### config.mk
export PLATFORM = sky130hd
export DESIGN_NAME = rgb_pixel_point_operations_top
export DESIGN_NICKNAME = d
export VERILOG_FILES = /design/src/rtl/rpp_pkg.sv /design/src/rtl/rpp_cfg.sv /design/src/rtl/rpp_front.sv /design/src/rtl/rpp_quant.sv /design/src/rtl/rgb_pixel_point_operations_top.sv
export SDC_FILE = /design/constraint.sdc
export NUM_CORES = 2
export LEC_CHECK = 0
export ABC_AREA = 1
export BUFFER_PORTS_ARGS = -buffer_cell sky130_fd_sc_hd__buf_2
export CORE_ASPECT_RATIO = 0.75
export CORE_UTILIZATION = 67
export DETAILED_ROUTE_END_ITERATION = 6
export MAX_ROUTING_LAYER = met4
export PLACE_DENSITY_LB_ADDON = 0.15
export RECOVER_POWER = 100
export SYNTH_ARGS = -nofsm -noshare
export SYNTH_HDL_FRONTEND = slang
export SYNTH_SLANG_ARGS = --single-unit
### constraint.sdc
create_clock -name clk -period 13.4 [get_ports clk]
set_input_delay 1.34 -clock clk [delete_from_list [all_inputs] [get_ports clk]]
set_output_delay 1.34 -clock clk [all_outputs]
set_load 0.05 [all_outputs]
### src/rtl/rpp_pkg.sv
package rpp_pkg;

  localparam int CHAN_W     = 8;
  localparam int GAIN_W     = 16;
  localparam int OFFSET_W   = 17;
  localparam int FILL_W     = 8;
  localparam int SHADE_W    = 9;
  localparam int MODE_W     = 2;
  localparam int CFG_IDX_W  = 3;
  localparam int CFG_DATA_W = 17;

  localparam int LIN_P_W  = GAIN_W + CHAN_W + 1;
  localparam int LIN_S_W  = LIN_P_W + 1;
  localparam int LUMA_P_W = 24;

  localparam int DIV_STEPS       = CHAN_W;
  localparam int STEPS_PER_STAGE = 2;
  localparam int DIV_STAGES      = DIV_STEPS / STEPS_PER_STAGE;
  localparam int PIPE_LATENCY    = 2 + 1 + DIV_STAGES + 1;

  localparam logic [CHAN_W-1:0] CHAN_MAX = 8'd255;

  localparam logic [15:0] LUMA_WR = 16'd19595;
  localparam logic [15:0] LUMA_WG = 16'd38470;
  localparam logic [15:0] LUMA_WB = 16'd7471;
  localparam logic [LUMA_P_W-1:0] LUMA_ROUND = 24'd32768;

  localparam logic [MODE_W-1:0] MODE_LINEAR = 2'd0;
  localparam logic [MODE_W-1:0] MODE_GRAY   = 2'd1;
  localparam logic [MODE_W-1:0] MODE_FILL   = 2'd2;
  localparam logic [MODE_W-1:0] MODE_QUANT  = 2'd3;

  localparam logic [CFG_IDX_W-1:0] REG_MODE   = 3'd0;
  localparam logic [CFG_IDX_W-1:0] REG_GAIN   = 3'd1;
  localparam logic [CFG_IDX_W-1:0] REG_OFFSET = 3'd2;
  localparam logic [CFG_IDX_W-1:0] REG_FILL   = 3'd3;
  localparam logic [CFG_IDX_W-1:0] REG_SHADES = 3'd4;

  typedef struct packed {
    logic [CHAN_W-1:0] red;
    logic [CHAN_W-1:0] green;
    logic [CHAN_W-1:0] blue;
  } pix_t;

  typedef struct packed {
    pix_t              lin;
    logic [CHAN_W-1:0] luma;
  } side_t;

  typedef struct packed {
    logic [MODE_W-1:0]          mode;
    logic signed [GAIN_W-1:0]   gain;
    logic signed [OFFSET_W-1:0] offset;
    logic [FILL_W-1:0]          fill_level;
    logic [SHADE_W-1:0]         shade_count;
  } cfg_t;

endpackage

### src/rtl/rpp_cfg.sv
module rpp_cfg import rpp_pkg::*; (
  input  logic                  clk,
  input  logic                  rst_n,
  input  logic                  cfg_valid,
  output logic                  cfg_ready,
  input  logic [CFG_IDX_W-1:0]  cfg_index,
  input  logic [CFG_DATA_W-1:0] cfg_data,
  output cfg_t                  cfg
);

  cfg_t cfg_r;
  cfg_t cfg_nxt;

  assign cfg_ready = 1'b1;
  assign cfg       = cfg_r;

  always_comb begin
    cfg_nxt = cfg_r;
    if (cfg_valid) begin
      unique case (cfg_index)
        REG_MODE:   cfg_nxt.mode        = cfg_data[MODE_W-1:0];
        REG_GAIN:   cfg_nxt.gain        = $signed(cfg_data[GAIN_W-1:0]);
        REG_OFFSET: cfg_nxt.offset      = $signed(cfg_data[OFFSET_W-1:0]);
        REG_FILL:   cfg_nxt.fill_level  = cfg_data[FILL_W-1:0];
        REG_SHADES: cfg_nxt.shade_count = cfg_data[SHADE_W-1:0];
        default:    cfg_nxt = cfg_r;
      endcase
    end
  end

  always_ff @(posedge clk) begin
    if (!rst_n) begin
      cfg_r.mode        <= MODE_LINEAR;
      cfg_r.gain        <= 16'sd256;
      cfg_r.offset      <= '0;
      cfg_r.fill_level  <= '0;
      cfg_r.shade_count <= 9'd2;
    end else begin
      cfg_r <= cfg_nxt;
    end
  end

endmodule

### src/rtl/rpp_front.sv
module rpp_front import rpp_pkg::*; (
  input  logic                       clk,
  input  logic                       rst_n,
  input  logic                       in_valid,
  input  pix_t                       in_pix,
  input  logic signed [GAIN_W-1:0]   gain,
  input  logic signed [OFFSET_W-1:0] offset,
  output logic                       out_valid,
  output side_t                      out_side
);

  logic                       v1_r;
  logic signed [LIN_P_W-1:0]  linp_r  [3];
  logic signed [LIN_P_W-1:0]  linp_nxt[3];
  logic [LUMA_P_W-1:0]        lump_r  [3];
  logic [LUMA_P_W-1:0]        lump_nxt[3];
  logic [CHAN_W-1:0]          chan    [3];
  logic                       v2_r;
  side_t                      side_r;
  side_t                      side_nxt;
  logic [CHAN_W-1:0]          lin_val [3];

  assign chan[0] = in_pix.red;
  assign chan[1] = in_pix.green;
  assign chan[2] = in_pix.blue;

  always_comb begin
    for (int i = 0; i < 3; i++) begin
      linp_nxt[i] = LIN_P_W'(gain) * LIN_P_W'($signed({1'b0, chan[i]}));
    end
    lump_nxt[0] = LUMA_P_W'(LUMA_WR) * LUMA_P_W'(chan[0]);
    lump_nxt[1] = LUMA_P_W'(LUMA_WG) * LUMA_P_W'(chan[1]);
    lump_nxt[2] = LUMA_P_W'(LUMA_WB) * LUMA_P_W'(chan[2]);
  end

  always_comb begin
    logic signed [LIN_S_W-1:0] s;
    logic [LUMA_P_W-1:0]       lsum;
    for (int i = 0; i < 3; i++) begin
      s = LIN_S_W'(linp_r[i]) + LIN_S_W'(offset);
      if (s < 0) begin
        lin_val[i] = '0;
      end else if (s[LIN_S_W-1:CHAN_W] > LIN_S_W'(CHAN_MAX)) begin
        lin_val[i] = CHAN_MAX;
      end else begin
        lin_val[i] = s[2*CHAN_W-1:CHAN_W];
      end
    end
    lsum = lump_r[0] + lump_r[1] + lump_r[2] + LUMA_ROUND;
    side_nxt.lin.red   = lin_val[0];
    side_nxt.lin.green = lin_val[1];
    side_nxt.lin.blue  = lin_val[2];
    side_nxt.luma      = lsum[LUMA_P_W-1:16];
  end

  always_ff @(posedge clk) begin
    if (!rst_n) begin
      v1_r <= 1'b0;
      v2_r <= 1'b0;
    end else begin
      v1_r <= in_valid;
      v2_r <= v1_r;
    end
  end

  always_ff @(posedge clk) begin
    for (int i = 0; i < 3; i++) begin
      linp_r[i] <= linp_nxt[i];
      lump_r[i] <= lump_nxt[i];
    end
    side_r <= side_nxt;
  end

  assign out_valid = v2_r;
  assign out_side  = side_r;

endmodule

### src/rtl/rpp_quant.sv
module rpp_quant import rpp_pkg::*; (
  input  logic               clk,
  input  logic               rst_n,
  input  logic               in_valid,
  input  side_t              in_side,
  input  logic [SHADE_W-1:0] shade_count,
  output logic               out_valid,
  output logic [CHAN_W-1:0]  out_post,
  output side_t              out_side
);

  localparam int PROD_W = CHAN_W + SHADE_W;

  function automatic logic [SHADE_W:0] div_step(input logic [SHADE_W-1:0] rem,
                                                input logic [SHADE_W-1:0] d);
    logic [SHADE_W:0] rem2;
    logic [SHADE_W:0] diff;
    rem2 = {rem, 1'b0};
    diff = rem2 - {1'b0, d};
    if (rem2 >= {1'b0, d}) begin
      div_step = {1'b1, diff[SHADE_W-1:0]};
    end else begin
      div_step = {1'b0, rem2[SHADE_W-1:0]};
    end
  endfunction

  logic [PROD_W-1:0]  prod;
  logic               q0_v_r;
  logic [SHADE_W-1:0] q0_q_r;
  logic [SHADE_W-1:0] q0_d_r;
  logic               q0_zero_r;
  side_t              q0_side_r;

  logic               dv_v_r     [DIV_STAGES];
  logic [SHADE_W-1:0] dv_rem_r   [DIV_STAGES];
  logic [SHADE_W-1:0] dv_rem_nxt [DIV_STAGES];
  logic [CHAN_W-1:0]  dv_quo_r   [DIV_STAGES];
  logic [CHAN_W-1:0]  dv_quo_nxt [DIV_STAGES];
  logic [SHADE_W-1:0] dv_d_r     [DIV_STAGES];
  logic [SHADE_W-1:0] dv_d_nxt   [DIV_STAGES];
  logic               dv_zero_r  [DIV_STAGES];
  logic               dv_zero_nxt[DIV_STAGES];
  logic               dv_sat_r   [DIV_STAGES];
  logic               dv_sat_nxt [DIV_STAGES];
  side_t              dv_side_r  [DIV_STAGES];
  side_t              dv_side_nxt[DIV_STAGES];

  assign prod = PROD_W'(in_side.luma) * PROD_W'(shade_count);

  always_ff @(posedge clk) begin
    q0_q_r    <= prod[PROD_W-1:CHAN_W];
    q0_d_r    <= shade_count - SHADE_W'(1);
    q0_zero_r <= (shade_count < SHADE_W'(2));
    q0_side_r <= in_side;
  end

  always_comb begin
    logic [SHADE_W-1:0] rem;
    logic [CHAN_W-1:0]  quo;
    logic [SHADE_W:0]   st;
    for (int k = 0; k < DIV_STAGES; k++) begin
      if (k == 0) begin
        rem            = q0_q_r;
        quo            = '0;
        dv_d_nxt[k]    = q0_d_r;
        dv_zero_nxt[k] = q0_zero_r;
        dv_sat_nxt[k]  = (q0_q_r >= q0_d_r);
        dv_side_nxt[k] = q0_side_r;
      end else begin
        rem            = dv_rem_r[k-1];
        quo            = dv_quo_r[k-1];
        dv_d_nxt[k]    = dv_d_r[k-1];
        dv_zero_nxt[k] = dv_zero_r[k-1];
        dv_sat_nxt[k]  = dv_sat_r[k-1];
        dv_side_nxt[k] = dv_side_r[k-1];
      end
      for (int j = 0; j < STEPS_PER_STAGE; j++) begin
        st  = div_step(rem, dv_d_nxt[k]);
        rem = st[SHADE_W-1:0];
        quo = {quo[CHAN_W-2:0], st[SHADE_W]};
      end
      dv_rem_nxt[k] = rem;
      dv_quo_nxt[k] = quo;
    end
  end

  always_ff @(posedge clk) begin
    for (int k = 0; k < DIV_STAGES; k++) begin
      dv_rem_r[k]  <= dv_rem_nxt[k];
      dv_quo_r[k]  <= dv_quo_nxt[k];
      dv_d_r[k]    <= dv_d_nxt[k];
      dv_zero_r[k] <= dv_zero_nxt[k];
      dv_sat_r[k]  <= dv_sat_nxt[k];
      dv_side_r[k] <= dv_side_nxt[k];
    end
  end

  always_ff @(posedge clk) begin
    if (!rst_n) begin
      q0_v_r <= 1'b0;
      for (int k = 0; k < DIV_STAGES; k++) begin
        dv_v_r[k] <= 1'b0;
      end
    end else begin
      q0_v_r    <= in_valid;
      dv_v_r[0] <= q0_v_r;
      for (int k = 1; k < DIV_STAGES; k++) begin
        dv_v_r[k] <= dv_v_r[k-1];
      end
    end
  end

  always_comb begin
    priority if (dv_zero_r[DIV_STAGES-1]) begin
      out_post = '0;
    end else if (dv_sat_r[DIV_STAGES-1]) begin
      out_post = CHAN_MAX;
    end else begin
      out_post = dv_quo_r[DIV_STAGES-1];
    end
  end

  assign out_valid = dv_v_r[DIV_STAGES-1];
  assign out_side  = dv_side_r[DIV_STAGES-1];

endmodule

### src/rtl/rgb_pixel_point_operations_top.sv
// Channel  Handshake                  Payload
// input    start, busy                in_red_in, in_green_in, in_blue_in
// output   out_valid (strobe)         out_red_out, out_green_out, out_blue_out
// config   cfg_valid, cfg_ready       cfg_index, cfg_data
//
// One pixel is accepted every cycle; busy is never raised.
// Each result passes through the multiply and sum stages, the shade product stage,
// four stages of the two-bit-per-stage divider and the output register.
// Synchronous active-low reset clears all valid bits and restores register defaults.
// The receiver cannot stall, so results leave the pipeline as they are produced.
module rgb_pixel_point_operations_top import rpp_pkg::*; (
  input  logic                  clk,
  input  logic                  rst_n,
  input  logic                  start,
  output logic                  busy,
  input  logic [CHAN_W-1:0]     in_red_in,
  input  logic [CHAN_W-1:0]     in_green_in,
  input  logic [CHAN_W-1:0]     in_blue_in,
  output logic                  out_valid,
  output logic [CHAN_W-1:0]     out_red_out,
  output logic [CHAN_W-1:0]     out_green_out,
  output logic [CHAN_W-1:0]     out_blue_out,
  input  logic                  cfg_valid,
  output logic                  cfg_ready,
  input  logic [CFG_IDX_W-1:0]  cfg_index,
  input  logic [CFG_DATA_W-1:0] cfg_data
);

  cfg_t              cfg;
  pix_t              in_pix;
  logic              fr_valid;
  side_t             fr_side;
  logic              qt_valid;
  logic [CHAN_W-1:0] qt_post;
  side_t             qt_side;
  logic              out_valid_r;
  pix_t              out_pix_r;
  pix_t              out_pix_nxt;

  assign busy         = 1'b0;
  assign in_pix.red   = in_red_in;
  assign in_pix.green = in_green_in;
  assign in_pix.blue  = in_blue_in;

  rpp_cfg u_cfg (
    .clk       (clk),
    .rst_n     (rst_n),
    .cfg_valid (cfg_valid),
    .cfg_ready (cfg_ready),
    .cfg_index (cfg_index),
    .cfg_data  (cfg_data),
    .cfg       (cfg)
  );

  rpp_front u_front (
    .clk       (clk),
    .rst_n     (rst_n),
    .in_valid  (start && !busy),
    .in_pix    (in_pix),
    .gain      (cfg.gain),
    .offset    (cfg.offset),
    .out_valid (fr_valid),
    .out_side  (fr_side)
  );

  rpp_quant u_quant (
    .clk         (clk),
    .rst_n       (rst_n),
    .in_valid    (fr_valid),
    .in_side     (fr_side),
    .shade_count (cfg.shade_count),
    .out_valid   (qt_valid),
    .out_post    (qt_post),
    .out_side    (qt_side)
  );

  always_comb begin
    unique case (cfg.mode)
      MODE_LINEAR: out_pix_nxt = qt_side.lin;
      MODE_GRAY:   out_pix_nxt = '{qt_side.luma, qt_side.luma, qt_side.luma};
      MODE_FILL:   out_pix_nxt = '{cfg.fill_level, cfg.fill_level, cfg.fill_level};
      MODE_QUANT:  out_pix_nxt = '{qt_post, qt_post, qt_post};
      default:     out_pix_nxt = qt_side.lin;
    endcase
  end

  always_ff @(posedge clk) begin
    if (!rst_n) begin
      out_valid_r <= 1'b0;
    end else begin
      out_valid_r <= qt_valid;
    end
  end

  always_ff @(posedge clk) begin
    out_pix_r <= out_pix_nxt;
  end

  assign out_valid     = out_valid_r;
  assign out_red_out   = out_pix_r.red;
  assign out_green_out = out_pix_r.green;
  assign out_blue_out  = out_pix_r.blue;

endmodule

==> impl_metrics.ini <==
[critical_path]
r2r_cells = 21
arrival_ns = 6.47
reg2reg_slack_ns = 8.16
cp_max_fo = 22
worstSetupStartpointType = input pin
crit_required_ns = 13.89
endpoint_kind = flop
r2r_end = u_front.linp_r[0][47]
critical_path_class = input pin to flop
r2r_start = u_cfg.cfg[41]

[timing]
finalWorstPathRequiredPeriod_ns = 5.98
drv_slew = 90
fin_ws_ns = 7.42
worst-slew-pin-transition_ns = 2.19
fmax_mhz = 167
rsz0062_at_grt = false
slew_headroom_pct = -46.1
hold_violations = 0
fin_crit_sh_pct = 44.6
setup_viol = 0
skew_ns = 0.0400
fin_tns_setup_ns = 0

[grt]
antenna_found_initial = 1
grt_pass1_wl_mm = 181
grt_pass1_vias = 34926
gr-usage-all-layers_pct = 34.9
grt_overflow = 0
grt_start_max_net_pins = 61

[floorplan]
core_area_um2 = 65500
die_area_um2 = 67600
dieHeight_um = 225
io_pins = 75
rows = 81
start_util_pct = 68.1
die_w_um = 300

[power_and_ir_drop]
leakage_uw = 0.0271
ir_drop_mv = 0.287
power-per-cell-area_nw_per_um2 = 184

[routing]
dr.first_iter.drc_count = 2993
viasPerCell = 5.36
firstDrtPassIters = 6
postRouteAntennaNets = 0
drc = 0
wirelength_mm = 112
wl_per_cell_um = 16.9
vias = 35470

[layout]
fin_area_um2 = 47200
area_growth_pct = 5.97
finalNonFillerCells = 6620
fin_nets = 6745
drive_above_1_share_pct = 3.03

[logic_synthesis]
synth-seq-area-share_pct = 23.3
async_flop_share_pct = 0
yosys_warnings = 0
synthFlopType = dfxtp_1
synth_largest_area_cell = dfxtp_1
synth_area_um2 = 44600
synth.most_common_cell = inv_1
synth-edff-count = 0
synth_commonest_cells = 1340 x inv_1, 1288 x nand2_1, 556 x ha_1, 519 x dfxtp_1, 433 x fa_1
yosysTopAreaCellShare_pct = 23.3
ys_ff_latch = 519
ys_types = 49
synth_fp_nets = 6747
synthCells = 5710
syn_avg_cell_area_um2 = 7.80
synth.area.top_cells = dfxtp_1 23%, fa_1 19%, ha_1 16%

[placement]
dp_hpwl_mm = 89.1
place_area_um2 = 45600
dp.cells = 6527
dp_slack_ns = 7.45
gp_congestion = 0.994
place.port_buffers = 72

[min_path]
hold_class = flop to flop
hold_start = u_quant.dv_quo_r[0][0]
hold_depth = 0
min_to = u_quant.dv_quo_r[1][2]

[clock_network]
clock_sinks = 519
htree_levels = 2
root_buffer = clkbuf_16
hold_buffers = 0
clk_pin_slew_worst_paths_ns = 0.07
cts_resized = 0
cts_made_buffers = 50
cts_tree = done
post_cts_buffers = 0
clock_path_buffers = 3
insertion_delay_ns = 0.62

[outcome]
violations = max-capacitance violations, max-slew violations
status = finished, violations left

[run]
cap_violations = 2
## how the worst max path moves through the flow
stage | from | end
3_5_place_dp | in_green_in[0] | u_front.linp_r[0][49]
6_report | in_green_in[0] | u_front.linp_r[0][49]
4_1_cts | in_green_in[0] | u_front.linp_r[0][49]
2_1_floorplan | in_blue_in[0] | u_front.linp_r[0][67]
5_1_grt | in_green_in[0] | u_front.linp_r[0][47]
3_3_place_gp | in_green_in[0] | u_front.linp_r[0][49]
## cells by family after synthesis
logic type,synth area share (%)
AND/OR/NAND/NOR,17.4
buffers and inverters,12.7
adder cells (fa/ha/maj),35.1
AO/OA/AOI/OAI,7.37
flip-flops,23.3
XOR/XNOR,4.11
other,0.0169
multiplexers,0.0253
## metrics by stage
stage               util (%)  hold slack (ns)  power (uW)
floorplan                  -            0.310        6010
global placement        69.6            0.310        7100
detailed placement      69.6            0.312        7210
CTS                     72.3            0.311        8750
global route            72.1            0.314        9470
finish                  72.1            0.314        8700
## area by class of cell
class,count,area [um^2]
Clock buffer,65,1370
Timing Repair Buffer,88,437
Antenna cell,2,5.00
Inverter,1349,5060
Sequential cell,519,10400
Multi-Input combinational cell,3700,28500
Tap cell,871,1090
Fill cell,5301,18200
Clock inverter,26,400
## sequential cells by signal, summed over array words and instances (netlist names), 20 cells and up
signal               count
u_cfg.cfg               52
u_quant.dv_side_nxt     32
u_front.linp_r          75
u_quant.dv_rem_r        27
u_front.out_side        32
u_front.lump_r          67
u_quant.dv_side_r      128
u_quant.dv_d_r          27
u_quant.dv_quo_r        20
## cells in the final DEF (no fill, tap or decap), types with 4 or more instances in the layout
cell / netlist / final
o22ai_1: 8 / 8
xnor2_1: 91 / 91
clkinvlp_4: 0 / 4
nor3_1: 42 / 42
clkbuf_16: 0 / 50
a21boi_0: 8 / 9
bufinv_16: 0 / 6
o21a_1: 7 / 7
ha_1: 556 / 556
nand3b_1: 8 / 8
o21ai_0: 141 / 168
buf_4: 4 / 15
nand2_1: 1288 / 1290
clkinv_2: 0 / 5
nor2_1: 274 / 277
xor2_1: 118 / 118
a21oi_1: 281 / 281
nand2_2: 8 / 6
and2_1: 8 / 4
and2_0: 0 / 4
o211ai_1: 11 / 11
a21o_1: 15 / 15
dfxtp_1: 519 / 516
a31oi_1: 20 / 20
clkbuf_8: 0 / 6
inv_1: 1340 / 1345
buf_2: 7 / 40
clkbuf_1: 125 / 42
nor2_2: 12 / 12
or2_2: 6 / 6
o21ai_1: 30 / 13
o21bai_1: 31 / 31
nand3_1: 200 / 200
o31ai_1: 9 / 9
nor4_1: 8 / 8
a211oi_1: 6 / 6
nand4_1: 49 / 49
fa_1: 433 / 433
## critical path: stages
cell and delay [ns]:
clkbuf_1 0.90, nand2_1 0.25, inv_1 0.17, fa_1 0.47, inv_1 0.23, fa_1 0.57
fa_1 0.55, fa_1 0.55, inv_1 0.04, ha_1 0.35, a21oi_1 0.24, nor2_1 0.07
a2111oi_0 0.36, nand3_1 0.19, xnor2_1 0.17
## routing by layer
layer  track usage [%]  part of all wire, %  vias to the layer above
met4              9.53                  2.9                        0
met3              7.28                  9.6                      194
met5                 -                    0                        -
met1              47.7                   45                    16436
li1                  -                    -                    17369
met2              52.5                   42                     1471
## power breakdown
group          internal [uW]  leakage, uW  switching (uW)
logic                   1780       0.0219            3020
clock network            853     0.000847             641
registers               2090      0.00432             318
total                   4720       0.0271            3980
Power figures use the tool's default switching activity.
